File: config.mk
export PLATFORM = sky130hd
export DESIGN_NAME = rmq_div
export DESIGN_NICKNAME = d
export VERILOG_FILES = /design/src/hdl/rmq_pkg.sv /design/src/hdl/rmq_div.sv
export SDC_FILE = /design/constraint.sdc
export NUM_CORES = 1
export LEC_CHECK = 0
export ABC_AREA = 0
export BUFFER_PORTS_ARGS = -buffer_cell sky130_fd_sc_hd__buf_2
export CAP_MARGIN = 20
export CORE_MARGIN = 2
export CORE_UTILIZATION = 50
export CTS_CLUSTER_SIZE = 14
export DETAILED_ROUTE_END_ITERATION = 16
export PLACE_DENSITY = 0.73
export SLEW_MARGIN = 20
export SYNTH_ARGS = -nofsm -noshare
export SYNTH_HDL_FRONTEND = slang
export SYNTH_SLANG_ARGS = --single-unit
File: constraint.sdc
create_clock -name clk_i -period 5.9 [get_ports clk_i]
set_clock_uncertainty 0.05 [all_clocks]
set_input_delay 0.295 -clock clk_i [delete_from_list [all_inputs] [get_ports clk_i]]
set_output_delay 0.295 -clock clk_i [all_outputs]
set_load 0.03 [all_outputs]
File: src/hdl/rmq_pkg.sv
// Shared types, constants and codes for the range-minimum block.
package rmq_pkg;

  // Default sizes of the stores.
  localparam int unsigned DEF_MAX_ELEMS   = 1024;
  localparam int unsigned DEF_MAX_BLOCKS  = 64;
  localparam int unsigned DEF_VALUE_WIDTH = 32;

  // Fixed field widths.
  localparam int unsigned IDX_W     = 11;  // element / block indices, counts
  localparam int unsigned POS_W     = 10;  // left / right index fields
  localparam int unsigned OUT_W     = 32;  // data_value and min_value
  localparam int unsigned CFG_IDX_W = 2;

  // Register indices on the config port.
  localparam logic [CFG_IDX_W-1:0] REG_ELEM_COUNT = CFG_IDX_W'(0);
  localparam logic [CFG_IDX_W-1:0] REG_BLK_SIZE   = CFG_IDX_W'(1);

  // Register reset values.
  localparam logic [IDX_W-1:0] ELEM_COUNT_RST = IDX_W'(1024);
  localparam logic [IDX_W-1:0] BLK_SIZE_RST   = IDX_W'(32);

  // Read source for the compare unit.
  localparam logic SRC_ELEM = 1'b0;
  localparam logic SRC_BMIN = 1'b1;

  typedef enum logic [1:0] {
    OP_LOAD    = 2'd0,
    OP_QUERY   = 2'd1,
    OP_UPDATE  = 2'd2,
    OP_INVALID = 2'd3
  } rmq_op_e;

  typedef enum logic [3:0] {
    ST_IDLE,
    ST_CHECK,
    ST_WAIT,
    ST_DISPATCH,
    ST_LD_RD,
    ST_LD_CMP,
    ST_LD_WR,
    ST_Q_DIVR,
    ST_Q_PLAN,
    ST_UP_PLAN,
    ST_SCAN,
    ST_NEXT,
    ST_UP_WR,
    ST_DONE,
    ST_FAIL
  } rmq_state_e;

  typedef enum logic [1:0] {
    PH_LEFT,
    PH_BLOCKS,
    PH_RIGHT,
    PH_UPD
  } rmq_phase_e;

  typedef struct packed {
    rmq_op_e          op;
    logic [POS_W-1:0] left_index;
    logic [POS_W-1:0] right_index;
    logic [OUT_W-1:0] data_value;
  } rmq_cmd_t;

  typedef struct packed {
    logic [OUT_W-1:0] min_value;
    logic             error;
  } rmq_res_t;

  typedef struct packed {
    logic             start;
    logic [IDX_W-1:0] dividend;
    logic [IDX_W-1:0] divisor;
  } rmq_div_req_t;

  typedef struct packed {
    logic             done;
    logic [IDX_W-1:0] quo;
    logic [IDX_W-1:0] rem;
  } rmq_div_rsp_t;

  typedef struct packed {
    logic             val_ld;
    logic             elem_we;
    logic             elem_re;
    logic [IDX_W-1:0] elem_addr;
    logic             bmin_we;
    logic             bmin_re;
    logic [IDX_W-1:0] bmin_addr;
    logic             min_init;
    logic             min_ld_val;
    logic             cmp_en;
    logic             cmp_src;
  } rmq_dp_ctl_t;

endpackage

File: src/hdl/rmq_div.sv
// Restoring divider, one quotient bit per cycle.
module rmq_div
  import rmq_pkg::*;
(
  input  logic         clk_i,
  input  logic         rst_ni,
  input  rmq_div_req_t req_i,
  output rmq_div_rsp_t rsp_o
);

  localparam int unsigned CNT_W = $clog2(IDX_W + 1);

  logic             busy_q, busy_d;
  logic             done_q, done_d;
  logic [CNT_W-1:0] cnt_q, cnt_d;
  logic [IDX_W-1:0] quo_q, quo_d;
  logic [IDX_W-1:0] rem_q, rem_d;
  logic [IDX_W-1:0] dsr_q, dsr_d;
  logic [IDX_W:0]   trial;
  logic             ge;

  assign trial = {rem_q, quo_q[IDX_W-1]};
  assign ge    = trial >= {1'b0, dsr_q};

  always_comb begin
    busy_d = busy_q;
    done_d = 1'b0;
    cnt_d  = cnt_q;
    quo_d  = quo_q;
    rem_d  = rem_q;
    dsr_d  = dsr_q;
    if (req_i.start) begin
      busy_d = 1'b1;
      cnt_d  = '0;
      quo_d  = req_i.dividend;
      rem_d  = '0;
      dsr_d  = req_i.divisor;
    end else if (busy_q) begin
      rem_d = ge ? IDX_W'(trial - {1'b0, dsr_q}) : IDX_W'(trial);
      quo_d = {quo_q[IDX_W-2:0], ge};
      cnt_d = cnt_q + CNT_W'(1);
      if (cnt_q == CNT_W'(IDX_W - 1)) begin
        busy_d = 1'b0;
        done_d = 1'b1;
      end
    end
  end

  always_ff @(posedge clk_i or negedge rst_ni) begin
    if (!rst_ni) begin
      busy_q <= 1'b0;
      done_q <= 1'b0;
      cnt_q  <= '0;
    end else begin
      busy_q <= busy_d;
      done_q <= done_d;
      cnt_q  <= cnt_d;
    end
  end

  always_ff @(posedge clk_i) begin
    quo_q <= quo_d;
    rem_q <= rem_d;
    dsr_q <= dsr_d;
  end

  assign rsp_o.done = done_q;
  assign rsp_o.quo  = quo_q;
  assign rsp_o.rem  = rem_q;

endmodule

==> qor.csv <==
metric,value,unit
status,finished clean,
mux cell area share after synthesis,0.0594,
Post-Synth Simple-Gate Area,0.186,
met1 usage in global routing,0.321,
max-cap viol count,0,
P_sw,0.398,mW
via count,1852,
setup TNS,0,ps
Final Setup Violations,0,
CP Cell Sequence,ha_1 -> nand2_1 -> nor3_2 -> a2111oi_4 -> and2_1 -> mux2i_1,
largest net degree at the start of global routing,47,
clk buf depth,2,
Post-CTS Setup Bufs,0,
PostCTS Resize Cnt,0,
DRT Pass-1 Iters,4,
Final Max Tran Viols,0,
DIE AREA,5380,sq um
period utilisation layout,0.448,
"Clk Latency, worst-skew pair",280,ps
Yosys warning total,0,
Sw Share,0.400,
setup slack after layout,3260,ps
CTS Sinks,39,
starting density of the core,0.512,
"Seq/Total Area, Yosys",0.429,
final hold vios,0,
Syn Inst Count,230,
vias per inst,5.66,
Crit path arrival time,2600,ps
critical path class,flip-flop to flip-flop,
GR Layer Usage met3,0.0425,
antenna violations before repair,0,
Placer Congestion,0.876,
met2 usage,0.271,
DRC Markers,0,
Core Footprint,4690,sq um
antenna fix cells,0,
Post-synth EDFFs,22,
Synth Net Count,269,
GR peak layer,met1,
pre-CTS setup slack,3320,ps
"antenna viol nets, final",0,
CP max stage delay,870,ps
clock network power share,0.173,
combinational power share,0.457,
CP startpoint kind,flip-flop,
RSZ-0062 raised after global routing,false,
Util after Layout,0.581,
Post-Syn Area,2400,sq um
CP endpoint kind,flip-flop,
CTS Hold Bufs,1,
Most used DFF post-synth,edfxtp_1,
Final Critical Period,2640,ps
share of cells above drive strength 1,0.278,
first-pass GRT wire length,8290,microns
post-DP HPWL,3670,microns
H-tree depth,2,
adder-cell share of the synthesized area,0.0760,
CTS tree,done,
power density over the cells,365,nW/um^2
die height,73.3,microns
vias in the first global route,1712,
filler instances,414,
Yosys reg bits,39,
routed wire length,5000,microns
Peak VDD IR,216,uV
post-synthesis compound-gate area fraction,0.172,
WL/cell,15.3,microns
Worst slew margin,0.375,
syn_area_per_cell,10.4,sq um
worst min path class,primary input to flip-flop,
site row count,25,
WP data required,5860,ps
I/O pin count,48,
Synth cell types,59,
CP max-delay cell,a2111oi_4,
Int Power,0.598,mW
worst slew pin tran,938,ps
Worst-path clk slew,70,ps
sequential power share,0.370,
DRT iter0 DRCs,144,
clock root buffer,clkbuf_8,
Post-synth ARST share,0.154,
Die X-Extent,73.3,microns
Final #Nets,311,
CTS buffer count,5,
GRT Util Overall,0.202,
Leak,1.23,nW
Critical Path Fanout Max,17,
fmax,0.378,GHz
Fin Hold WS,131,ps
main combinational cell family by area after synthesis,simple AND/OR/NAND/NOR gates,
global route total overflow,0,
Port Buffer Count,47,
Synth Area in XOR/XNOR,0.0182,
Area Growth Syn to Fin,13.4,%
path summary, 6_finish.rpt:
kind | cells past startpoint | startpoint | slack (ps) | endpoint
max in group asynchronous | 2 | rst_ni | 5330 | busy_q
hold / removal | 1 | req_i[4] | 130 | dsr_q[4]
hold reg to reg | 2 | rem_q[6] | 500 | rem_q[6]
min in group asynchronous | 2 | rst_ni | 310 | cnt_q[3]
setup / recovery | 6 | rem_q[5] | 3260 | quo_q[0]
setup reg to reg | 6 | rem_q[5] | 3260 | quo_q[0]
critical path: cells and delay by family, from the launching register on:
family,cells,cell delay [ps]
AOI/OAI and AO/OA,1,870
and+or+nand+nor,3,560
adders and majority gates,1,420
DFF,1,360
muxes,1,100
cell families after synthesis:
group,Yosys count
xor+xnor,5
simple gates,79
fa+ha+maj,14
buf+inv,30
compound gates,50
mux,13
flops,39
through the flow:
stage	power [mW]	instance area, sq um	cells
3_5_place_dp	0.822	2630	318
6_report	0.996	2730	327
5_1_grt	1.06	2730	327
4_1_cts	0.999	2720	327
2_1_floorplan	0.725	2400	230
3_3_place_gp	0.819	2630	318
state kept, by name, summed over array words and instances, names as in the netlist:
| signal | flops |
|---|---|
| busy_q | 1 |
| dsr_q | 11 |
| cnt_q | 4 |
| quo_q | 11 |
| rem_q | 11 |
| done_q | 1 |
routing by layer:
| metal | routed length, microns | share of wire |
|---|---|---|
| met3 | 374 | 0.075 |
| met4 | 45 | 0.0090 |
| met1 | 2470 | 0.49 |
| met2 | 2110 | 0.42 |
| met5 | 0 | 0 |
synth_stat cells (all sizes together), types with 2 or more instances:
master   number  area share
nor3          4       0.010
dfrtp         6       0.062
a21o          3      0.0094
nand2b        2      0.0052
nand3         3      0.0083
inv          17       0.027
o2111ai       3       0.011
clkbuf        8       0.013
nand4b        2      0.0073
buf           5       0.019
and4b         2      0.0083
o31a          2       0.011
nor3b         4       0.013
nor2b         8       0.024
nor2         25       0.039
a211oi        3      0.0094
nand4         2      0.0052
a21oi         7       0.015
edfxtp       22        0.27
o211a         3       0.013
dfxtp        11       0.092
o311ai        3       0.011
mux2         10       0.047
o31ai         2      0.0062
xnor2         2      0.0073
and3b         2      0.0073
o21ai         8       0.018
ha           13       0.068
a31oi         4       0.010
mux2i         3       0.013
nand2        14       0.022
o21a          5       0.016
xor2          3       0.011
nor4          2      0.0078
layout make-up:
class / instances / area [sq um] / area share
multi-input combinational: 161 / 1230 / 0.452
sequential: 39 / 1030 / 0.379
timing repair buffer: 48 / 245 / 0.0900
clock buffer: 6 / 72.6 / 0.0266
tap: 54 / 67.6 / 0.0248
inverter: 17 / 63.8 / 0.0234
clock inverter: 2 / 12.5 / 0.00459
power by group through the flow:
stage	clock network [mW]	registers (mW)	logic, mW
finish	0.172	0.369	0.455
global route	0.189	0.375	0.498
CTS	0.178	0.369	0.452
detailed placement	0	0.373	0.448
global placement	0	0.373	0.446
floorplan	0	0.432	0.293
cell usage in the layout (no fill, tap or decap), types with 2 or more instances in the layout:
cell	instances
a31oi_1	4
mux2_2	10
clkbuf_8	5
nand2_1	14
o311ai_0	3
nand4_1	2
o21a_1	5
edfxtp_1	22
o211a_1	3
nor3b_1	4
xnor2_1	2
a21oi_1	7
mux2i_1	3
o21ai_0	7
o31ai_1	2
o2111ai_1	3
buf_2	47
inv_1	17
ha_1	13
nor2_1	25
xor2_1	3
nand2b_1	2
and4b_1	2
nand3_1	2
dfrtp_1	5
a211oi_1	3
dfxtp_1	11
nand4b_1	2
nor2b_1	7
nor3_1	3
a21o_1	3
and3b_1	2
No activity file was read; power rests on OpenSTA's default activity.
