File: config.mk
export PLATFORM = sky130hd
export DESIGN_NAME = rmq_ctrl
export DESIGN_NICKNAME = d
export VERILOG_FILES = /design/src/hdl/rmq_pkg.sv /design/src/hdl/rmq_ctrl.sv
export SDC_FILE = /design/constraint.sdc
export NUM_CORES = 1
export LEC_CHECK = 0
export BUFFER_PORTS_ARGS = -buffer_cell sky130_fd_sc_hd__buf_2
export CAP_MARGIN = 15
export CORE_AREA = 2 2 202 204
export DETAILED_ROUTE_END_ITERATION = 7
export DIE_AREA = 0 0 204 206
export PLACE_DENSITY = 0.52
export SYNTH_ARGS = -nofsm -noshare
export SYNTH_HDL_FRONTEND = slang
export SYNTH_SLANG_ARGS = --single-unit
File: constraint.sdc
create_clock -name clk_i -period 13.37 [get_ports clk_i]
set_clock_uncertainty 0.2 [all_clocks]
set_input_delay 1.337 -clock clk_i [delete_from_list [all_inputs] [get_ports clk_i]]
set_output_delay 1.337 -clock clk_i [all_outputs]
set_load 0.005 [all_outputs]
File: src/hdl/rmq_pkg.sv
// Shared types, constants and codes for the range-minimum block.
package rmq_pkg;

  // Default sizes of the stores.
  localparam int unsigned DEF_MAX_ELEMS   = 1024;
  localparam int unsigned DEF_MAX_BLOCKS  = 64;
  localparam int unsigned DEF_VALUE_WIDTH = 32;

  // Fixed field widths.
  localparam int unsigned IDX_W     = 11;  // element / block indices, counts
  localparam int unsigned POS_W     = 10;  // left / right index fields
  localparam int unsigned OUT_W     = 32;  // data_value and min_value
  localparam int unsigned CFG_IDX_W = 2;

  // Register indices on the config port.
  localparam logic [CFG_IDX_W-1:0] REG_ELEM_COUNT = CFG_IDX_W'(0);
  localparam logic [CFG_IDX_W-1:0] REG_BLK_SIZE   = CFG_IDX_W'(1);

  // Register reset values.
  localparam logic [IDX_W-1:0] ELEM_COUNT_RST = IDX_W'(1024);
  localparam logic [IDX_W-1:0] BLK_SIZE_RST   = IDX_W'(32);

  // Read source for the compare unit.
  localparam logic SRC_ELEM = 1'b0;
  localparam logic SRC_BMIN = 1'b1;

  typedef enum logic [1:0] {
    OP_LOAD    = 2'd0,
    OP_QUERY   = 2'd1,
    OP_UPDATE  = 2'd2,
    OP_INVALID = 2'd3
  } rmq_op_e;

  typedef enum logic [3:0] {
    ST_IDLE,
    ST_CHECK,
    ST_WAIT,
    ST_DISPATCH,
    ST_LD_RD,
    ST_LD_CMP,
    ST_LD_WR,
    ST_Q_DIVR,
    ST_Q_PLAN,
    ST_UP_PLAN,
    ST_SCAN,
    ST_NEXT,
    ST_UP_WR,
    ST_DONE,
    ST_FAIL
  } rmq_state_e;

  typedef enum logic [1:0] {
    PH_LEFT,
    PH_BLOCKS,
    PH_RIGHT,
    PH_UPD
  } rmq_phase_e;

  typedef struct packed {
    rmq_op_e          op;
    logic [POS_W-1:0] left_index;
    logic [POS_W-1:0] right_index;
    logic [OUT_W-1:0] data_value;
  } rmq_cmd_t;

  typedef struct packed {
    logic [OUT_W-1:0] min_value;
    logic             error;
  } rmq_res_t;

  typedef struct packed {
    logic             start;
    logic [IDX_W-1:0] dividend;
    logic [IDX_W-1:0] divisor;
  } rmq_div_req_t;

  typedef struct packed {
    logic             done;
    logic [IDX_W-1:0] quo;
    logic [IDX_W-1:0] rem;
  } rmq_div_rsp_t;

  typedef struct packed {
    logic             val_ld;
    logic             elem_we;
    logic             elem_re;
    logic [IDX_W-1:0] elem_addr;
    logic             bmin_we;
    logic             bmin_re;
    logic [IDX_W-1:0] bmin_addr;
    logic             min_init;
    logic             min_ld_val;
    logic             cmp_en;
    logic             cmp_src;
  } rmq_dp_ctl_t;

endpackage

File: src/hdl/rmq_ctrl.sv
// Sequencer: validity checks, divider use, scan planning and result word.
module rmq_ctrl
  import rmq_pkg::*;
#(
  parameter int unsigned MAX_ELEMS   = DEF_MAX_ELEMS,
  parameter int unsigned MAX_BLOCKS  = DEF_MAX_BLOCKS,
  parameter int unsigned VALUE_WIDTH = DEF_VALUE_WIDTH
) (
  input  logic                   clk_i,
  input  logic                   rst_ni,
  input  logic                   start_i,
  input  rmq_cmd_t               cmd_i,
  output logic                   busy_o,
  input  logic [IDX_W-1:0]       elem_count_i,
  input  logic [IDX_W-1:0]       blk_size_i,
  input  logic [VALUE_WIDTH-1:0] min_i,
  input  rmq_div_rsp_t           div_rsp_i,
  output rmq_div_req_t           div_req_o,
  output rmq_dp_ctl_t            dp_ctl_o,
  output logic                   result_valid_o,
  output rmq_res_t               result_o
);

  rmq_state_e       state_q, state_d;
  rmq_state_e       after_q, after_d;
  rmq_phase_e       phase_q, phase_d;
  logic [IDX_W-1:0] ld_cnt_q, ld_cnt_d;
  logic             pend_q, pend_d;
  logic             pend_src_q, pend_src_d;
  logic             res_vld_q, res_vld_d;
  rmq_res_t         res_q, res_d;

  rmq_op_e          op_q, op_d;
  logic [IDX_W-1:0] left_q, left_d;
  logic [IDX_W-1:0] right_q, right_d;
  logic [IDX_W-1:0] blk_l_q, blk_l_d;
  logic [IDX_W-1:0] blk_r_q, blk_r_d;
  logic [IDX_W-1:0] base_l_q, base_l_d;
  logic [IDX_W-1:0] base_r_q, base_r_d;
  logic [IDX_W-1:0] cur_q, cur_d;
  logic [IDX_W-1:0] end_q, end_d;
  logic             pos_zero_q, pos_zero_d;

  logic [IDX_W:0]   blk_total;
  logic [IDX_W:0]   upd_hi;
  logic [IDX_W-1:0] upd_lo;

  // ceil(elem_count / blk_size) from the divider result
  assign blk_total = {1'b0, div_rsp_i.quo} + (IDX_W + 1)'(div_rsp_i.rem != '0);
  assign upd_lo    = left_q - div_rsp_i.rem;
  assign upd_hi    = ({1'b0, upd_lo} + {1'b0, blk_size_i}) > {1'b0, elem_count_i}
                   ? {1'b0, elem_count_i}
                   : {1'b0, upd_lo} + {1'b0, blk_size_i};

  always_comb begin
    state_d    = state_q;
    after_d    = after_q;
    phase_d    = phase_q;
    ld_cnt_d   = ld_cnt_q;
    pend_d     = 1'b0;
    pend_src_d = pend_src_q;
    res_vld_d  = 1'b0;
    res_d      = res_q;
    op_d       = op_q;
    left_d     = left_q;
    right_d    = right_q;
    blk_l_d    = blk_l_q;
    blk_r_d    = blk_r_q;
    base_l_d   = base_l_q;
    base_r_d   = base_r_q;
    cur_d      = cur_q;
    end_d      = end_q;
    pos_zero_d = pos_zero_q;

    div_req_o.start    = 1'b0;
    div_req_o.dividend = elem_count_i;
    div_req_o.divisor  = blk_size_i;

    dp_ctl_o            = '0;
    dp_ctl_o.elem_addr  = cur_q;
    dp_ctl_o.bmin_addr  = cur_q;
    dp_ctl_o.cmp_en     = pend_q;
    dp_ctl_o.cmp_src    = pend_src_q;

    case (state_q)
      ST_IDLE: begin
        if (start_i) begin
          op_d            = cmd_i.op;
          left_d          = IDX_W'(cmd_i.left_index);
          right_d         = IDX_W'(cmd_i.right_index);
          dp_ctl_o.val_ld = 1'b1;
          state_d         = ST_CHECK;
        end
      end

      ST_CHECK: begin
        if (op_q == OP_INVALID || elem_count_i == '0 || blk_size_i == '0 ||
            32'(elem_count_i) > MAX_ELEMS) begin
          state_d = ST_FAIL;
        end else begin
          div_req_o.start    = 1'b1;
          div_req_o.dividend = elem_count_i;
          after_d            = ST_DISPATCH;
          state_d            = ST_WAIT;
        end
      end

      ST_WAIT: begin
        if (div_rsp_i.done) begin
          state_d = after_q;
        end
      end

      ST_DISPATCH: begin
        if (32'(blk_total) > MAX_BLOCKS) begin
          state_d = ST_FAIL;
        end else begin
          case (op_q)
            OP_LOAD: begin
              if (ld_cnt_q >= elem_count_i) begin
                state_d = ST_FAIL;
              end else begin
                div_req_o.start    = 1'b1;
                div_req_o.dividend = ld_cnt_q;
                after_d            = ST_LD_RD;
                state_d            = ST_WAIT;
              end
            end
            OP_QUERY: begin
              if (left_q > right_q || right_q >= elem_count_i) begin
                state_d = ST_FAIL;
              end else begin
                div_req_o.start    = 1'b1;
                div_req_o.dividend = left_q;
                after_d            = ST_Q_DIVR;
                state_d            = ST_WAIT;
              end
            end
            OP_UPDATE: begin
              if (left_q >= elem_count_i) begin
                state_d = ST_FAIL;
              end else begin
                dp_ctl_o.elem_we   = 1'b1;
                dp_ctl_o.elem_addr = left_q;
                div_req_o.start    = 1'b1;
                div_req_o.dividend = left_q;
                after_d            = ST_UP_PLAN;
                state_d            = ST_WAIT;
              end
            end
            default: begin
              state_d = ST_FAIL;
            end
          endcase
        end
      end

      // load: append element, fold into the block's running minimum
      ST_LD_RD: begin
        dp_ctl_o.elem_we    = 1'b1;
        dp_ctl_o.elem_addr  = ld_cnt_q;
        dp_ctl_o.bmin_re    = 1'b1;
        dp_ctl_o.bmin_addr  = div_rsp_i.quo;
        dp_ctl_o.min_ld_val = 1'b1;
        blk_l_d             = div_rsp_i.quo;
        pos_zero_d          = div_rsp_i.rem == '0;
        state_d             = ST_LD_CMP;
      end

      ST_LD_CMP: begin
        dp_ctl_o.cmp_en  = !pos_zero_q;
        dp_ctl_o.cmp_src = SRC_BMIN;
        state_d          = ST_LD_WR;
      end

      ST_LD_WR: begin
        dp_ctl_o.bmin_we   = 1'b1;
        dp_ctl_o.bmin_addr = blk_l_q;
        ld_cnt_d           = ld_cnt_q + IDX_W'(1);
        state_d            = ST_IDLE;
      end

      ST_Q_DIVR: begin
        blk_l_d            = div_rsp_i.quo;
        base_l_d           = left_q - div_rsp_i.rem;
        div_req_o.start    = 1'b1;
        div_req_o.dividend = right_q;
        after_d            = ST_Q_PLAN;
        state_d            = ST_WAIT;
      end

      ST_Q_PLAN: begin
        blk_r_d           = div_rsp_i.quo;
        base_r_d          = right_q - div_rsp_i.rem;
        dp_ctl_o.min_init = 1'b1;
        cur_d             = left_q;
        end_d             = (blk_l_q == div_rsp_i.quo) ? right_q
                          : base_l_q + blk_size_i - IDX_W'(1);
        phase_d           = PH_LEFT;
        state_d           = ST_SCAN;
      end

      ST_UP_PLAN: begin
        blk_l_d           = div_rsp_i.quo;
        dp_ctl_o.min_init = 1'b1;
        cur_d             = upd_lo;
        end_d             = IDX_W'(upd_hi - (IDX_W + 1)'(1));
        phase_d           = PH_UPD;
        state_d           = ST_SCAN;
      end

      // one read per cycle, compared in the cycle after the read
      ST_SCAN: begin
        pend_d = 1'b1;
        if (phase_q == PH_BLOCKS) begin
          dp_ctl_o.bmin_re = 1'b1;
          pend_src_d       = SRC_BMIN;
        end else begin
          dp_ctl_o.elem_re = 1'b1;
          pend_src_d       = SRC_ELEM;
        end
        if (cur_q == end_q) begin
          state_d = ST_NEXT;
        end else begin
          cur_d = cur_q + IDX_W'(1);
        end
      end

      ST_NEXT: begin
        case (phase_q)
          PH_LEFT: begin
            if (blk_l_q == blk_r_q) begin
              state_d = ST_DONE;
            end else if ((blk_l_q + IDX_W'(1)) < blk_r_q) begin
              cur_d   = blk_l_q + IDX_W'(1);
              end_d   = blk_r_q - IDX_W'(1);
              phase_d = PH_BLOCKS;
              state_d = ST_SCAN;
            end else begin
              cur_d   = base_r_q;
              end_d   = right_q;
              phase_d = PH_RIGHT;
              state_d = ST_SCAN;
            end
          end
          PH_BLOCKS: begin
            cur_d   = base_r_q;
            end_d   = right_q;
            phase_d = PH_RIGHT;
            state_d = ST_SCAN;
          end
          PH_RIGHT: begin
            state_d = ST_DONE;
          end
          PH_UPD: begin
            state_d = ST_UP_WR;
          end
          default: begin
            state_d = ST_DONE;
          end
        endcase
      end

      ST_UP_WR: begin
        dp_ctl_o.bmin_we   = 1'b1;
        dp_ctl_o.bmin_addr = blk_l_q;
        state_d            = ST_IDLE;
      end

      ST_DONE: begin
        res_vld_d       = 1'b1;
        res_d.min_value = OUT_W'(min_i);
        res_d.error     = 1'b0;
        state_d         = ST_IDLE;
      end

      ST_FAIL: begin
        res_vld_d       = 1'b1;
        res_d.min_value = '0;
        res_d.error     = 1'b1;
        state_d         = ST_IDLE;
      end

      default: begin
        state_d = ST_IDLE;
      end
    endcase
  end

  always_ff @(posedge clk_i or negedge rst_ni) begin
    if (!rst_ni) begin
      state_q    <= ST_IDLE;
      after_q    <= ST_IDLE;
      phase_q    <= PH_LEFT;
      ld_cnt_q   <= '0;
      pend_q     <= 1'b0;
      pend_src_q <= SRC_ELEM;
      res_vld_q  <= 1'b0;
    end else begin
      state_q    <= state_d;
      after_q    <= after_d;
      phase_q    <= phase_d;
      ld_cnt_q   <= ld_cnt_d;
      pend_q     <= pend_d;
      pend_src_q <= pend_src_d;
      res_vld_q  <= res_vld_d;
    end
  end

  always_ff @(posedge clk_i) begin
    res_q      <= res_d;
    op_q       <= op_d;
    left_q     <= left_d;
    right_q    <= right_d;
    blk_l_q    <= blk_l_d;
    blk_r_q    <= blk_r_d;
    base_l_q   <= base_l_d;
    base_r_q   <= base_r_d;
    cur_q      <= cur_d;
    end_q      <= end_d;
    pos_zero_q <= pos_zero_d;
  end

  assign busy_o         = state_q != ST_IDLE;
  assign result_valid_o = res_vld_q;
  assign result_o       = res_q;

endmodule

==> impl_summary.md, run 1 <==
Critical path
The launch instance of the worst register-to-register path is left_q[1]. The worst register-to-register path has a depth of 27. The largest fanout on the critical path is 15. The sort of element at the end of the critical path is a flop. The worst endpoint data arrival time is approximately 8600 ps. The endpoint required time on the critical path is about 13000 ps. The origin of the worst setup path is div_rsp_i[0]. STA classifies the critical path startpoint as an input port.

The type of the setup path with the least slack is input port to flop. In this run the critical register-to-register path is captured at end_q[10]. Setup slack on the worst reg-to-reg path comes out at approximately 5100 ps.

Hold path
The end point of the most critical hold path is pend_src_q. The tightest min-delay check is of the flop to flop type. The worst hold path begins at pend_src_q. Along the worst hold path, the cell count comes to 2.

Die
The die boundary height is between 200 and 250 µm. The number of cell rows is 74. The x dimension of the die is slightly above 200 µm. For this design the top-level I/O count stands at 223. The effective utilization at floorplan is 0.2935. The floorplan step defined a core boundary enclosing around 40000 µm². The area of the die is ~42000 µm².

Global routing
The via count of the first global-routing pass is around 9800. The global-route wire length before repair is 61410 µm. For this run, the total global-route usage over all layers was measured as 0.1979. The pin count of the biggest net entering global routing is 35.

The number of antenna violations at the first check in global routing is 0. Summed over all layers, the global routing overflow is 0.

Outcome
The flow ran to the end, and the final reports show no timing, DRC or antenna violations.

Cells and area
The proportion of layout cells with a drive suffix above 1 is 0.1748. 0 antenna diodes ended up in the layout. The non-filler instance count after layout is 1962. The final net count is around 1700. The area overhead of the layout relative to synthesis is 17.16%.

STA
The shortest clock period the worst path allows after layout is 8638 ps. Setup repair after global routing left no endpoint under its margin. Setup violations remaining at the end of the flow were counted as 0. The number of pins exceeding their max-slew limit in the final report is 0. The actual slew at the worst max-slew pin is approximately 1100 ps. Timing would allow up to 0.1158 GHz. The total negative slack is 0 ps.

Headroom to the max-slew limit came out at 0.2668. The count of endpoints failing hold in the final timing report is 0. Hold is met by around 280 ps.

Dividing the final minimum period by the clock period gives 0.6461.

Yosys
Counting flops with an async set or reset pin after synthesis yields a share of 0.1644. The warning count from the yosys run is 0. The dominant synthesized flop cell is edfxtp_1. In the post-synthesis netlist, the biggest area contributors are edfxtp_1, ha_1, xnor2_1. Of the post-synthesis cell area, the dominant cell type holds 0.3106. The gate count of the mapped netlist is approximately 1300.

The flip-flop and latch count after synthesis is about 150. Of the synthesized area, sequential elements account for 0.3615. The cell type contributing the most total cell area after synthesis is edfxtp_1. Dividing the synthesized area by the synthesized cell count gives about 9.4 µm².

The total nets after synthesis is approximately 1500. The number of different library cells used by synthesis comes to a little over 70. The synthesized design contains 122 enable-type register cells.

The mapped netlist covers ~12000 µm².

Clock network
Counting along the longest clock path gives a buffer depth of 2. After clock tree synthesis, the clock-pin slew on the worst setup and hold paths is around 70 ps. The clock tree synthesis step divided the H-tree into 4 levels. The clock drives 146 sinks. The CTS tree is built. The number of clock buffers added by TritonCTS is 17. Clock latency on the worst-skew pair, taken at its later pin, is approximately 450 ps. After clock tree synthesis, the repair step resized 0 gates. The number of setup buffers added after CTS is 0. The number of buffers added to fix hold violations after cts is 0. The cell at the root of the clock tree is clkbuf_16.

Detailed routing
The post-detailed-route count of antenna-violating nets is 0. The final layout contains routed wiring with a total length of between 40000 and 50000 µm. The count of TritonRoute iterations in the first routing pass is 6.

The detailed router finished its first iteration with 888 violations. The total number of vias is between 10000 and 15000. The DRC violation count after routing is 0.

The routed length per instance is 21.36 µm. Dividing the detail-routed via count by the number of cells gives around 5.2.

Place
The global placer's final weighted congestion is approximately 0.93. The number of placed instances, taps included is a little under 2000. The HPWL reported at the end of detailed placement is 33290 µm. The total of buffers placed on input and output ports is 190.

Power and ir drop
In this run the static leakage power is just over 6 nW. The total power density per cell area is about 170 nW/µm². The worst supply voltage drop on vdd is ~0.00011 V.

Flow run
The max-cap violation count is 0.
==> layer usage <==
layer	global-route usage	share of wire	wire, µm
met2	0.3233	0.47	19740
met4	0.06134	0.024	1005
met1	0.2669	0.45	18820
met3	0.03406	0.056	2338
met5	0	0	0
==> logic make-up (layout without fill, tap and decap cells) <==
group / count (synthesis) / after routing / synth area share
AO/OA/AOI/OAI: 292 / 292 / 0.1758
buffers and inverters: 180 / 358 / 0.06078
multiplexers: 26 / 26 / 0.02281
adder cells (fa/ha/maj): 133 / 133 / 0.1436
AND/OR/NAND/NOR: 366 / 366 / 0.1546
flip-flops: 146 / 146 / 0.3615
XOR/XNOR: 109 / 109 / 0.08094
==> critical path, stage by stage <==
cell and delay, ps:
buf_2 150, ha_1 230, fa_1 400, nor2b_1 120, o21ai_0 100, a21boi_0 240, o21ai_0 140, nor2b_1 160
xnor2_1 430, ha_1 360, o21ai_0 90, nand2b_1 90, o21ai_0 100, xor2_1 370, inv_1 90, ha_1 300
nand4_1 110, or4_1 550, a21o_1 230, nor3_2 820, mux2i_1 370, ha_1 340, nand2_1 120, a211oi_1 310
nand3_1 170, o41ai_1 480, xor2_1 250, o21ai_0 130
==> registers in the layout, indices dropped and copies added (netlist names) <==
signal and flops:
after_q 4, base_r_q 11, blk_r_q 11, right_q 10, ld_cnt_q 11, state_q 4
op_q 2, pend_q 1, left_q 10, end_q 11, base_l_q 11, result_valid_o 1
cur_q 11, phase_q 2, pend_src_q 1, result_o 33, pos_zero_q 1, blk_l_q 11
==> power by group <==
| group | switching, mW | total, mW | internal [mW] |
|---|---|---|---|
| sequential | 0.157 | 0.777 | 0.620 |
| clock | 0.209 | 0.466 | 0.257 |
| combinational | 0.645 | 1.07 | 0.422 |
| total | 1.01 | 2.31 | 1.30 |
==> layout make-up <==
type | instances | area [µm²]
clock buffer | 17 | 425.4
multi-input combinational | 926 | 6845
tap | 532 | 665.6
clock inverter | 14 | 127.6
sequential | 146 | 4264
timing repair buffer | 197 | 1003
fill | 4207 | 26360
inverter | 130 | 488.0
==> per-stage QoR <==
step                      setup WS, ps    util  cell area (µm²)  power (mW)
after floorplan                   5678       -            11800       1.429
after global placement            4465  0.3301            13270       1.822
after detailed placement          4357  0.3301            13270       1.838
after CTS                         4827  0.3439            13820       2.307
after global routing              4230  0.3439            13820       2.459
final                             4732  0.3439            13820       2.310
==> cells in the final DEF, fill, tap and decap left out, types with 8 or more instances in the layout <==
cell type,n
dfrtp_1,24
edfxtp_1,122
nor4_1,15
a21oi_1,47
ha_1,129
nor2_1,71
or3_1,11
a22oi_1,19
nand2_1,95
and2_1,39
buf_2,190
nand4_1,20
mux2i_1,22
a221o_1,13
o211ai_1,14
a31oi_1,13
a22o_1,17
a222oi_1,9
nor3_1,27
o21ai_0,54
xnor2_1,69
inv_1,127
nand3_1,32
nand2b_1,15
clkbuf_16,17
a21o_1,31
xor2_1,40
and3_1,8
nor2b_1,16
==> cell usage after synthesis (4+ instances only) <==
| library cell | count |
|---|---|
| ha_1 | 129 |
| inv_1 | 127 |
| edfxtp_1 | 122 |
| nand2_1 | 95 |
| nor2_1 | 71 |
| xnor2_1 | 69 |
| o21ai_0 | 54 |
| a21oi_1 | 48 |
| xor2_1 | 40 |
| and2_1 | 39 |
| clkbuf_1 | 36 |
| nand3_1 | 32 |
| a21o_1 | 31 |
| nor3_1 | 30 |
| dfrtp_1 | 24 |
| mux2i_1 | 22 |
| nand4_1 | 20 |
| a22oi_1 | 19 |
| a22o_1 | 17 |
| nor2b_1 | 16 |
| nand2b_1 | 15 |
| nor4_1 | 15 |
| o211ai_1 | 14 |
| a221o_1 | 13 |
| a31oi_1 | 13 |
| buf_4 | 11 |
| or3_1 | 11 |
| a222oi_1 | 9 |
| and3_1 | 8 |
| a211oi_1 | 7 |
| a21boi_0 | 6 |
| o31ai_1 | 6 |
| o21a_1 | 5 |
| o22ai_1 | 5 |
| a211o_1 | 4 |
| a221oi_1 | 4 |
| a31o_2 | 4 |
| fa_1 | 4 |
| o2111ai_1 | 4 |
==> worst max-delay path by stage <==
| stage | end | slack (ps) | depth (start not counted) |
|---|---|---|---|
| final | end_q[10] | 4730 | 28 |
| after global routing | end_q[10] | 4230 | 29 |
| after CTS | end_q[10] | 4830 | 28 |
| after detailed placement | end_q[10] | 4360 | 28 |
| after global placement | end_q[10] | 4460 | 28 |
| after floorplan | end_q[10] | 5680 | 28 |
(Power assumes the default switching activity.)
==> run 2: changes to the inputs <==
- PLACE_DENSITY: 0.52 -> 0.54
- clock period: 13.37 -> 7.54 ns (I/O delays scaled with it)
==> run 2 against run 1 <==
Net effect:
- power rose by 85%
- sequential power grew 78%
- register-to-register slack lost 4500 ps
- wire length grew 1.5%
- hold slack lost 170 ps
==> impl_summary.md, run 2 (synthesis results as in run 1) <==
Die
The x dimension of the die is 204 µm (unchanged). The die boundary height is 206 µm (unchanged). The effective utilization at floorplan is 0.2935 (unchanged).

The area of the core was 40180 µm² (unchanged). The count of pins on the block boundary was 223 (unchanged). The number of cell rows is 74 (unchanged).

The area of the die was 42020 µm² (unchanged).

Critical path
The type of the setup path with the least slack is flop to flop. The critical path's largest stage delay came to 550 ps (-270 ps). The worst register-to-register path begins at left_q[0]. Grouping stages by cell kind, the critical path spends the most delay in simple AND/OR/NAND/NOR gates. The endpoint required time on the critical path is 7520 ps (-5820 ps). Tracing the worst setup path back leads to its startpoint at left_q[0]. The largest fanout on the critical path was 4 (-11).

The worst endpoint data arrival time is 6930 ps (-1670 ps). The worst setup path is launched from a flop. The combined buffer and inverter count along the critical path was 1 (-1). The sort of element at the end of the critical path is a flop.

For this design, the slowest cell found on the critical path is or4_1. The most numerous cell type found on the critical path is ha_1.

Place
The total of buffers placed on input and output ports was 190 (unchanged). The HPWL reported at the end of detailed placement came to 33800 µm (+1.5%). The global placer's final weighted congestion was 0.9123 (-1.5%).

Global routing
The number of antenna violations at the first check in global routing came to 0 (unchanged). The global-route wire length before repair is 61840 µm (+0.70%). The via count of the first global-routing pass is 9906 (+0.86%). The pin count of the biggest net entering global routing is 35 (unchanged).

The overall routing resource usage is 0.1992 (+0.001263). The final global-route overflow total is 0 (unchanged).

Power and ir drop
The worst supply voltage drop on vdd is 0.0001619 V (+49%). The power consumption is 4.278 mW (+85%). The leakage power was 6.160 nW (+2.1%).

The total power density per cell area is 304.8 nW/µm² (+82%).

STA
The count of endpoints failing hold in the final timing report is 0 (unchanged). The fraction of the cycle the final worst path needs is 0.9217. The actual slew at the worst max-slew pin is 1175 ps (+77.66 ps). The total negative slack is 0 ps (unchanged). The setup violation total in the final timing report is 0 (unchanged). The top achievable clock speed is around 0.14 GHz. The relative slew slack came to 0.2167 (-0.05014). Setup repair after global routing left no endpoint under its margin. The number of pins exceeding their max-slew limit in the final report is 0 (unchanged). For the finished layout, the period the worst path requires is about 7000 ps.

Clock network
The number of clock buffers inserted by TritonCTS is 17 (unchanged). Clock tree synthesis selected as its root buffer the cell clkbuf_16. The clock-pin slew reported for the worst setup and hold paths after clock tree synthesis is 70 ps (about the same). The total number of H-tree levels is 4 (unchanged). The later-pin clock latency in the skew report is 460 ps (about the same). The number of setup buffers added after CTS is 0 (unchanged). The number of buffers on the longest clock path is 2 (unchanged).

The number of sinks on the clock net is 146 (unchanged). The CTS tree is built.

Detailed routing
The mean number of vias per cell is 5.266 (+1.3%). The post-detailed-route count of antenna-violating nets was 0 (unchanged). The initial detailed-routing violation count is 883 (-0.56%). The routed length per instance was 21.48 µm (+0.57%).

The routed wire length came to 42550 µm (+1.5%). The count of TritonRoute iterations in the first routing pass is 5 (-1). The total number of vias is 10431 (+2.2%). The DRC violation count after routing is 0 (unchanged).

Hold path
The class of the worst hold path is input port to asynchronous set/reset pin.

Cells and area
The area overhead of the layout relative to synthesis is 19.01%. The area taken by flip-flops and latches is 4264 µm² (unchanged). The area of the multi-input gates is 6848 µm² (about the same).

The final net count is 1703 (+1.1%). The proportion of layout cells with a drive suffix above 1 is 0.1877 (+0.01289). The number of flip-flops under the largest register name is 33 (unchanged). The commonest non-fill, non-tap cell in the layout is buf_2.

The antenna diode count is 0 (unchanged). In the layout the commonest cells are buf_2, ha_1, inv_1. The final-layout fill cell count is 4213 (+0.14%).

Outcome
The run finished with clean final reports.

Flow run
The max-cap violation count came to 0 (unchanged).
==> run 2: repair_timing <==
| item | CTS | global route |
|---|---|---|
| hold buffers | 0 | 0 |
| resized for setup | 0 | 1 |
| endpoints found under the setup margin | 0 | 1 |
==> run 2: per-stage QoR <==
stage / hold slack (ps) / setup WS (ps) / cells / util / instance area [µm²]
finish: 104.6 / 590.8 / 1981 / 0.3493 / 14040
global route: 139.8 / 44.92 / 1981 / 0.3493 / 14040
CTS: 104.7 / 655.7 / 1980 / 0.3491 / 14030
detailed placement: 274.8 / 241.7 / 1948 / 0.3333 / 13390
global placement: 268.4 / 338.8 / 1948 / 0.3333 / 13390
floorplan: 240.2 / 431.4 / 1252 / - / 11800
==> run 2: worst reg2reg max path, delay by kind of cell (launching register included) <==
kind                     cells  cell delay [ps]
multiplexers                 1              300
adder cells (fa/ha/maj)      5             1390
buffers and inverters        1              130
flip-flops                   1              380
AND/OR/NAND/NOR             11             2130
AO/OA/AOI/OAI                8             1760
XOR/XNOR                     2              370
==> run 2: per-layer routing <==
layer	share of wire	global-route usage
met3	0.059	0.02917
met4	0.025	0.06159
met1	0.45	0.2708
met5	0	0
met2	0.46	0.3265
==> run 2: cell type report <==
| type | instances | share of cell area |
|---|---|---|
| Sequential cell | 146 | 0.3038 |
| Clock inverter | 15 | 0.01480 |
| Timing Repair Buffer | 215 | 0.08111 |
| Multi-Input combinational cell | 926 | 0.4878 |
| Clock buffer | 17 | 0.03031 |
| Inverter | 130 | 0.03476 |
| Tap cell | 532 | 0.04742 |
==> run 2: power by group <==
part	internal, mW	leakage [nW]	switching [mW]	total [mW]
Combinational	0.797	4.42	1.16	1.96
Sequential	1.10	1.42	0.285	1.38
Clock	0.512	0.312	0.421	0.933
==> run 2: worst paths after layout <==
kind | end | slack [ps] | depth (start not counted)
min in group clk_i | right_q[2] | 280 | 1
max in group asynchronous | state_q[1] | 6640 | 1
max | end_q[10] | 590 | 28
min reg2reg | pend_src_q | 290 | 2
min | ld_cnt_q[7] | 100 | 1
max reg2reg | end_q[10] | 590 | 28
==> run 3: changes to the inputs <==
- CORE_AREA: 2 2 202 204 -> 2 2 175 177
- DIE_AREA: 0 0 204 206 -> 0 0 177 179
- PLACE_DENSITY: 0.54 -> 0.67
==> run 3 against run 2 <==
Net effect:
- sequential power hardly changed
- utilization is 11 points higher
- highest routed layer unchanged
- cell area is 1.6% lower
- power is 2.2% lower
- setup slack worse by 95 ps
- via count is 1.2% higher
- clock power is 9.8% lower
- critical path depth is 1 lower
==> impl_summary.md, run 3 (synthesis results as in run 1) <==
Outcome
The run finished with clean final reports.

Cells and area
The area taken by flip-flops and latches is 4264 µm² (unchanged). Leaving out fill and tap cells, the most frequent cell in the layout is buf_2. The proportion of layout cells with a drive suffix above 1 came to 0.1868 (-0.0009479). The antenna diode count was 0 (unchanged). In the layout the commonest cells are buf_2, ha_1, inv_1. The final net count was 1705 (+0.12%). The area of the multi-input gates came to 6850 µm² (about the same). The final-layout fill cell count is 2904 (-31%).

The area overhead of the layout relative to synthesis is 17.10%. The number of flip-flops under the largest register name was 33 (unchanged). The post-layout instance area is 13810 µm² (-1.6%).

Critical path
The worst reg2reg path depth came to 27 (-3.6%). STA classifies the critical path endpoint as a flop. The endpoint required time on the critical path is 7500 ps (-20 ps). The worst endpoint data arrival time is 7000 ps (+70 ps). The largest fanout on the critical path came to 4 (unchanged). The type of origin of the critical path is a flop.

The worst setup path is of the flop to flop kind.

Global routing
The global-route wire length before repair came to 59730 µm (-3.4%). The via count of the first global-routing pass is 10108 (+2.0%). The number of antenna violations at the first check in global routing came to 0 (unchanged). The overall routing resource usage came to 0.2522 (+0.05298). The pin count of the biggest net entering global routing is 35 (unchanged). The final global-route overflow total is 0 (unchanged).

Detailed routing
The initial detailed-routing violation count is 920 (+4.2%). The post-detailed-route count of antenna-violating nets is 0 (unchanged). The total number of vias is 10561 (+1.2%).

The DRC violation count after routing is 0 (unchanged). The count of TritonRoute iterations in the first routing pass is 8 (+3). The routed wire length was 40090 µm (-5.8%).

The routed length per instance is 21.70 µm (+1.1%). The mean number of vias per cell came to 5.718 (+8.6%).

Clock network
The total number of H-tree levels was 4 (unchanged). The number of buffers on the longest clock path came to 2 (unchanged). TritonCTS built the clock tree.

The number of setup buffers added after CTS was 0 (unchanged). The number of clock buffers inserted by TritonCTS is 17 (unchanged). The total of cells resized after clock tree synthesis is 0 (unchanged). The number of sinks on the clock net was 146 (unchanged). The cell at the root of the clock tree is clkbuf_16. The later-pin clock latency in the skew report is 440 ps (-20 ps). The number of buffers added to fix hold violations after cts was 0 (unchanged). The clock-pin slew reported for the worst setup and hold paths after clock tree synthesis was 70 ps (about the same).

STA
The top achievable clock speed was 0.1420 GHz (-1.3%). The slack of the critical path is 495.9 ps (-94.90 ps). The number of pins exceeding their max-slew limit in the final report came to 0 (unchanged). The total negative slack is 0 ps (unchanged). The count of endpoints failing hold in the final timing report came to 0 (unchanged).

The setup violation total in the final timing report was 0 (unchanged). The fraction of the cycle the final worst path needs was 0.9342 (+0.01259). The actual slew at the worst max-slew pin is 1107 ps (-67.64 ps). Setup repair after global routing left no endpoint under its margin. The shortest clock period the worst path allows after layout is 7044 ps (+94.90 ps).

The relative slew slack was 0.2601 (+0.04345).

Die
The effective utilization at floorplan is 0.3928 (+0.09926). The die boundary height was 179 µm (-13%). The x dimension of the die is 177 µm (-13%). The count of pins on the block boundary came to 223 (unchanged). The number of cell rows came to 64 (-14%). The area of the die is 31680 µm² (-25%).

The area of the core is 30030 µm² (-25%).

Power and ir drop
The total power density per cell area is 302.9 nW/µm² (-0.59%). The worst supply voltage drop on vdd is 0.0001387 V (-14%). The leakage power is 6.135 nW (-0.41%).

Place
The setup slack at placement is 224.3 ps (-17.38 ps). The total of buffers placed on input and output ports was 190 (unchanged). The global placer's final weighted congestion came to 0.9617 (+5.4%).

The HPWL reported at the end of detailed placement is 31400 µm (-7.1%). The total cell area at the placement stage was 13240 µm² (-1.1%).

Hold path
The min-delay analysis places its worst path in the category input port to asynchronous set/reset pin.

Flow run
The max-cap violation count came to 0 (unchanged).
## run 3: worst max-delay path, stage by stage (launching register included)
cell and delay [ps]:
edfxtp_1 440, inv_1 160, ha_1 240, fa_1 410, nor2b_1 120, o21ai_0 110, a21boi_0 250, o21ai_0 140
nor2b_1 160, xnor2_1 200, ha_1 250, or2_2 320, o2111ai_1 290, nand2_1 100, xor2_1 180, ha_1 310
nand4_1 120, or4_1 540, a21o_1 230, nor3_2 260, mux2i_1 290, ha_1 200, nand2_1 70, a211oi_1 270
nand3_1 170, o41ai_2 330, xor2_1 270, o21ai_0 120
## run 3: worst paths after layout
path	start	endpoint	slack, ps
max reg2reg	left_q[0]	end_q[10]	500
min reg2reg	pend_src_q	pend_src_q	290
max in group asynchronous	rst_ni	phase_q[1]	6630
min in group clk_i	cmd_i[53]	op_q[1]	290
min	rst_ni	ld_cnt_q[6]	110
max	left_q[0]	end_q[10]	500
## run 3: final cells by class
class | instances | share of cell area
clock buffers | 19 | 0.03134
inverters | 130 | 0.03533
flip-flops and latches | 146 | 0.3087
repair buffers | 217 | 0.08352
clock inverters | 13 | 0.009240
well taps | 396 | 0.03587
multi-input cells | 926 | 0.4960
## run 3: power breakdown
| group | total [mW] | switching, mW | leakage, nW | internal, mW |
|---|---|---|---|---|
| Combinational | 1.98 | 1.17 | 4.44 | 0.805 |
| Clock | 0.842 | 0.381 | 0.272 | 0.461 |
| Sequential | 1.36 | 0.266 | 1.42 | 1.10 |
| Total | 4.18 | 1.82 | 6.13 | 2.36 |
## run 3: metal layers
metal | global-route usage | part of all wire | up-vias
met1 | 0.3353 | 0.43 | 5103
met3 | 0.03605 | 0.061 | 84
met4 | 0.1136 | 0.041 | 0
li1 | - | - | 4932
met5 | 0 | 0 | -
met2 | 0.4071 | 0.47 | 442
## run 3: metrics by stage
step	utilization	hold WS, ps	power (mW)	instances
after CTS	0.4596	122.7	4.158	1847
after global placement	0.4410	266.3	3.275	1815
final	0.4600	111.5	4.184	1847
after floorplan	-	240.2	2.534	1252
after detailed placement	0.4410	275.0	3.312	1815
after global routing	0.4600	156.2	4.431	1847
